[src/hdl/ilr_pkg.sv]
// Shared types, constants and helpers for the incremental linear regression block.
`timescale 1ns / 1ps

package ilr_pkg;

  localparam int SAMPLE_BITS = 16;
  localparam int FRAC_BITS   = 16;
  localparam int Q_BITS      = 48;
  localparam int SMALL_BITS  = 17;
  localparam int ACC_BITS    = 128;
  localparam int DVD_BITS    = 160;
  localparam int DSR_BITS    = 128;
  localparam int ROOT_BITS   = DVD_BITS / 2;
  localparam int ITER_BITS   = 8;

  localparam logic [SMALL_BITS-1:0] MAX_POINTS = 17'd65536;

  // request: one sample
  typedef struct packed {
    logic signed [SAMPLE_BITS-1:0] x_value;
    logic signed [SAMPLE_BITS-1:0] y_value;
    logic                          restart;
  } ilr_req_t;

  // result of one fit
  typedef struct packed {
    logic signed [Q_BITS-1:0] intercept;
    logic signed [Q_BITS-1:0] slope;
    logic [SMALL_BITS-1:0]    determination;
    logic [SMALL_BITS-1:0]    correlation;
    logic [Q_BITS-1:0]        std_error;
    logic [SMALL_BITS-1:0]    point_count;
    logic                     fit_valid;
  } ilr_rsp_t;

  typedef enum logic [1:0] {
    OP_MUL,
    OP_DIV,
    OP_SQRT
  } alu_op_e;

  // command to the shared arithmetic unit
  typedef struct packed {
    logic                 start;
    alu_op_e              op;
    logic                 clear;
    logic                 sub;
    logic [63:0]          a;
    logic [63:0]          b;
    logic [DVD_BITS-1:0]  dvd;
    logic [DSR_BITS-1:0]  dsr;
    logic [ITER_BITS-1:0] iters;
  } alu_cmd_t;

  // saturate a rounded magnitude with sign into Q32.16
  function automatic logic [Q_BITS-1:0] sat_q(input logic [95:0] mag, input logic neg);
    logic [95:0] lim;
    lim = 96'd1 << (Q_BITS - 1);
    if (!neg) begin
      return (mag >= lim) ? {1'b0, {(Q_BITS-1){1'b1}}} : mag[Q_BITS-1:0];
    end
    return (mag > lim) ? {1'b1, {(Q_BITS-1){1'b0}}} : (~mag[Q_BITS-1:0] + 48'd1);
  endfunction

endpackage

[src/hdl/ilr_alu.sv]
// Shared multi-cycle unit: digit-serial multiply-accumulate, restoring divide, square root.
`timescale 1ns / 1ps

module ilr_alu (
  input  logic                        clk_i,
  input  logic                        rst_ni,
  input  ilr_pkg::alu_cmd_t           cmd_i,
  output logic                        done_o,
  output logic [ilr_pkg::ACC_BITS-1:0] acc_o,
  output logic [ilr_pkg::DVD_BITS-1:0] quot_o,
  output logic [ilr_pkg::ROOT_BITS-1:0] root_o
);
  import ilr_pkg::*;

  typedef enum logic [3:0] {
    A_IDLE = 4'b0001,
    A_MUL  = 4'b0010,
    A_DIV  = 4'b0100,
    A_SQRT = 4'b1000
  } alu_state_e;

  alu_state_e           state_q;
  logic                 done_q;
  logic [1:0]           dig_q;
  logic [ITER_BITS-1:0] iter_q;

  logic [ACC_BITS-1:0]  acc_q;
  logic [63:0]          mca_q;
  logic [63:0]          mcb_q;
  logic                 neg_q;
  logic [DVD_BITS-1:0]  dvd_q;
  logic [DSR_BITS-1:0]  dsr_q;
  logic [DSR_BITS:0]    rem_q;
  logic [ROOT_BITS-1:0] root_q;

  logic [79:0]          prod;
  logic [ACC_BITS-1:0]  prod_sh;
  logic [DSR_BITS:0]    sub_a;
  logic [DSR_BITS:0]    sub_b;
  logic [DSR_BITS+1:0]  diff;
  logic                 ge;

  // 64x16 partial product, placed by digit position
  assign prod = mca_q * mcb_q[15:0];

  always_comb begin
    unique case (dig_q)
      2'd0: prod_sh = {48'b0, prod};
      2'd1: prod_sh = {32'b0, prod, 16'b0};
      2'd2: prod_sh = {16'b0, prod, 32'b0};
      2'd3: prod_sh = {prod, 48'b0};
      default: prod_sh = '0;
    endcase
  end

  // one subtractor shared by divide and root steps
  always_comb begin
    if (state_q == A_SQRT) begin
      sub_a = {45'b0, rem_q[81:0], dvd_q[DVD_BITS-1 -: 2]};
      sub_b = {45'b0, 2'b00, root_q, 2'b01};
    end else begin
      sub_a = {rem_q[DSR_BITS-1:0], dvd_q[DVD_BITS-1]};
      sub_b = {1'b0, dsr_q};
    end
    diff = {1'b0, sub_a} - {1'b0, sub_b};
    ge   = !diff[DSR_BITS+1];
  end

  // sequencing of the unit
  always_ff @(posedge clk_i or negedge rst_ni) begin
    if (!rst_ni) begin
      state_q <= A_IDLE;
      done_q  <= 1'b0;
      dig_q   <= '0;
      iter_q  <= '0;
    end else begin
      done_q <= 1'b0;
      unique case (state_q)
        A_IDLE: begin
          if (cmd_i.start) begin
            dig_q  <= '0;
            iter_q <= cmd_i.iters;
            unique case (cmd_i.op)
              OP_MUL:  state_q <= A_MUL;
              OP_DIV:  state_q <= A_DIV;
              OP_SQRT: state_q <= A_SQRT;
              default: state_q <= A_IDLE;
            endcase
          end
        end
        A_MUL: begin
          dig_q <= dig_q + 2'd1;
          if (dig_q == 2'd3) begin
            state_q <= A_IDLE;
            done_q  <= 1'b1;
          end
        end
        A_DIV, A_SQRT: begin
          iter_q <= iter_q - 1'b1;
          if (iter_q == 8'd1) begin
            state_q <= A_IDLE;
            done_q  <= 1'b1;
          end
        end
        default: state_q <= A_IDLE;
      endcase
    end
  end

  // datapath
  always_ff @(posedge clk_i) begin
    unique case (state_q)
      A_IDLE: begin
        if (cmd_i.start) begin
          mca_q  <= cmd_i.a[63] ? (~cmd_i.a + 64'd1) : cmd_i.a;
          mcb_q  <= cmd_i.b[63] ? (~cmd_i.b + 64'd1) : cmd_i.b;
          neg_q  <= cmd_i.a[63] ^ cmd_i.b[63] ^ cmd_i.sub;
          dvd_q  <= cmd_i.dvd;
          dsr_q  <= cmd_i.dsr;
          rem_q  <= '0;
          root_q <= '0;
          if (cmd_i.clear && cmd_i.op == OP_MUL) begin
            acc_q <= '0;
          end
        end
      end
      A_MUL: begin
        acc_q <= neg_q ? (acc_q - prod_sh) : (acc_q + prod_sh);
        mcb_q <= mcb_q >> 16;
      end
      A_DIV: begin
        rem_q <= ge ? diff[DSR_BITS:0] : sub_a;
        dvd_q <= {dvd_q[DVD_BITS-2:0], ge};
      end
      A_SQRT: begin
        rem_q  <= ge ? diff[DSR_BITS:0] : sub_a;
        root_q <= {root_q[ROOT_BITS-2:0], ge};
        dvd_q  <= {dvd_q[DVD_BITS-3:0], 2'b00};
      end
      default: ;
    endcase
  end

  assign done_o = done_q;
  assign acc_o  = acc_q;
  assign quot_o = dvd_q;
  assign root_o = root_q;

endmodule

[config.mk]
export PLATFORM = sky130hd
export DESIGN_NAME = ilr_alu
export DESIGN_NICKNAME = d
export VERILOG_FILES = /design/src/hdl/ilr_pkg.sv /design/src/hdl/ilr_alu.sv
export SDC_FILE = /design/constraint.sdc
export NUM_CORES = 2
export LEC_CHECK = 0
export ABC_AREA = 1
export ABC_CLOCK_PERIOD_IN_PS = 16600
export BUFFER_PORTS_ARGS = -buffer_cell sky130_fd_sc_hd__buf_4
export CELL_PAD_IN_SITES_DETAIL_PLACEMENT = 0
export CELL_PAD_IN_SITES_GLOBAL_PLACEMENT = 1
export CORE_MARGIN = 2
export CORE_UTILIZATION = 46
export CTS_CLUSTER_SIZE = 25
export DETAILED_ROUTE_END_ITERATION = 7
export GPL_TIMING_DRIVEN = 0
export PLACE_DENSITY_LB_ADDON = 0.1
export SYNTH_ARGS = -nofsm -noshare
export SYNTH_HDL_FRONTEND = slang
export SYNTH_SLANG_ARGS = --single-unit
[constraint.sdc]
create_clock -name clk_i -period 16.6 [get_ports clk_i]
set_input_delay 1.66 -clock clk_i [delete_from_list [all_inputs] [get_ports clk_i]]
set_output_delay 1.66 -clock clk_i [all_outputs]
set_load 0.02 [all_outputs]
==> metrics.csv <==
stage;metric;value;unit
critical_path;r2r_start;mcb_q[15];
detailed_routing;post_drt_via_cell_ratio;5.59;
clock_network;cts_tree;built;
sta;fmax;69.5;MHz
critical_path;ff2ff_path_depth;47;
clock_network;cts_resized;0;
global_route;grt_remaining_overflow;0;
run;max-cap-violations;3;
sta;tightestPinTransition;1540;ps
floorplanning;fp-row-count;168;
placed_design;dp_slack;2650;ps
placed_design;dpl_cell_area;0.107;mm²
detailed_routing;postRouteAntennaNets;0;
yosys;synth_cells;13722;
critical_path;worst_path_largest_cell_delay;1210;ps
hold_path;min-delay-start;iter_q[1];
hold_path;min_path_type;reg2reg;
critical_path;rrSetupSlack;2220;ps
critical_path;cp_slowest_cell;o311ai_0;
yosys;ys.flop_type;edfxtp_1;
critical_path;critPathLaunch;mcb_q[15];
run_status;violations;max-capacitance violations, max-slew violations;
floorplanning;die_y;462;µm
clock_network;clk_latency;830;ps
floorplanning;core;0.209;mm²
global_route;grt_pass1_wl;634000;µm
clock_network;cts_max_path_buffers;3;
critical_path;crit_path_end_kind;flop;
global_route;grt_max_degree;69;
critical_path;path_class;reg2reg;
cells_and_area;areaGrowthSynthToFinish;13.8;%
critical_path;critPathLaunchType;flop;
yosys;synth.distinct_cells;62;
critical_path;required;17150;ps
floorplanning;initial_core_util;0.462;
detailed_routing;drc;0;
floorplanning;die_x;462;µm
sta;setup_viol;0;
yosys;synth_top_area_frac;0.234;
detailed_routing;drt_iter0_markers;11729;
global_route;grtUsageTotal;0.399;
yosys;synth-seq-cells;768;
cells_and_area;fin_area;0.110;mm²
clock_network;cts_setup_buffers;0;
yosys;synth-edff-count;753;
global_route;antenna_found_initial;37;
cells_and_area;finalCoreUtilization;0.526;
placed_design;portBuffers;798;
critical_path;cp.arrival;14930;ps
sta;finalCritPeriodShare;0.866;
sta;drv_slew;22;
yosys;synth_top_cell_by_area;edfxtp_1;
cells_and_area;n_fill_cell;21146;
sta;slew_headroom;-0.0255;
yosys;seq_area_frac_synth;0.238;
clock_network;postCtsHoldBufs;0;
yosys;synthArstFlopShare;0.0195;
yosys;yosys-top-cells-area;edfxtp_1 (23%), fa_1 (18%), nand2_1 (14%);
sta;worst_slack;2220;ps
hold_path;whs_endpoint;iter_q[1];
cells_and_area;drive_gt1_frac;0.0792;
sta;grt_setup_unrepaired;no;
hold_path;holdPathStages;2;
clock_network;cts_made_buffers;94;
yosys;synthesis.area;0.0967;mm²
clock_network;clockRootBuffer;clkbuf_16;
critical_path;r2r_end;acc_o[104];
yosys;synth_fp_nets;15437;
detailed_routing;first_pass_iters;6;
placed_design;post-dp-hpwl;369000;µm
sta;worst_hold_slack;500;ps
detailed_routing;routed_wl;435000;µm
sta;skew;76.7;ps
sta;post-route-min-period;14380;ps
detailed_routing;wl_per_cell;24.8;µm
clock_network;htreeDepth;3;
critical_path;crit_path_frequent_cell;nand2_1;
run_status;status;finished, violations left;
clock_network;cts.sinks;768;
clock_network;clk_pin_slew;60;ps
cells_and_area;fin_nets;16352;
detailed_routing;num_vias;97970;
sta;hold_viol_final;0;
yosys;yosys_warnings;0;
floorplanning;die_area;0.214;mm²
yosys;syn-mean-instance-area;7.05;µm²
critical_path;worstPathMaxFanout;10;
placed_design;place.gp.congestion;1.04;
floorplanning;io_pins;800;
global_route;first_global_vias;95944;
==> Yosys cell counts (all sizes together), types with 116 or more instances <==
master	instances
edfxtp	753
xnor2	116
nor2	1320
nand3	514
nand2	3629
clkbuf	405
fa	868
inv	3017
a21oi	866
ha	416
o21ai	743
xor2	201
o221ai	163
==> layer usage <==
| metal | global-route usage | vias to the layer above | routed length [µm] |
|---|---|---|---|
| li1 | - | 44565 | - |
| met1 | 0.544 | 47397 | 179000 |
| met2 | 0.607 | 5155 | 188000 |
| met3 | 0.0893 | 827 | 46100 |
| met4 | 0.177 | 26 | 22100 |
| met5 | 0 | - | 175 |
==> worst max-delay path by stage <==
stage,endpoint,cells after the start
after floorplan,iter_q[7],7
after global placement,quot_o[75],6
after detailed placement,acc_o[104],49
after CTS,acc_o[104],49
after global routing,acc_o[126],46
final,acc_o[104],47
==> critical path: cells and delay by family, from the launching register on <==
family,cells,cell delay (ps)
and+or+nand+nor,25,4330
adders and majority gates,8,3900
buffers and inverters,8,2670
AOI/OAI and AO/OA,5,2170
xor gates and xnor gates,1,690
DFF,1,320
==> state kept, by name, indices dropped and copies added, names as in the netlist <==
| signal | flops |
|---|---|
| done_o | 1 |
| root_o | 80 |
| quot_o | 160 |
| neg_q | 1 |
| mca_q | 64 |
| iter_q | 8 |
| state_q | 4 |
| dsr_q | 128 |
| mcb_q | 64 |
| rem_q | 128 |
| acc_o | 128 |
| dig_q | 2 |
==> placed cells by master (no fill, tap or decap), types with 87 or more instances in the layout <==
cell / count
fa_1: 868
xnor2_1: 116
nor3_1: 87
edfxtp_1: 753
clkbuf_16: 94
a31oi_1: 91
buf_4: 800
o21ai_0: 725
nand2_1: 3583
xor2_1: 201
clkbuf_1: 409
a21oi_1: 862
nand3_1: 500
nor2_1: 1267
ha_1: 416
o221ai_1: 163
inv_1: 2995
==> area by class of cell <==
class,instances,area [µm²],area share
Clock buffer,109,2410,0.0219
Inverter,3021,11300,0.103
Buffer,489,1880,0.0171
Antenna cell,19,47.5,0.000432
Timing Repair Buffer,819,6430,0.0585
Sequential cell,768,23000,0.209
Multi-Input combinational cell,9444,60600,0.550
Clock inverter,66,871,0.00791
Tap cell,2805,3510,0.0319
==> metrics by stage <==
stage	TNS, ps	std cells
final	0	17540
after global routing	0	17533
after CTS	0	17521
after detailed placement	0	17346
after global placement	-3457460	17325
after floorplan	0	13722
==> cells by family (layout without fill, tap and decap cells) <==
kind of cell	after synthesis	count (layout)	share of synthesized area
buffers and inverters	3510	4504	0.137
other	0	19	0
AO/OA/AOI/OAI	2086	2086	0.122
adder cells (fa/ha/maj)	1284	1284	0.234
AND/OR/NAND/NOR	5751	5751	0.241
flip-flops	768	768	0.238
multiplexers	6	6	0.000621
XOR/XNOR	317	317	0.0287
Power is left out: the tool's default activity adds up to more than one toggle a clock period on the data nets, which glitch-free logic cannot reach.
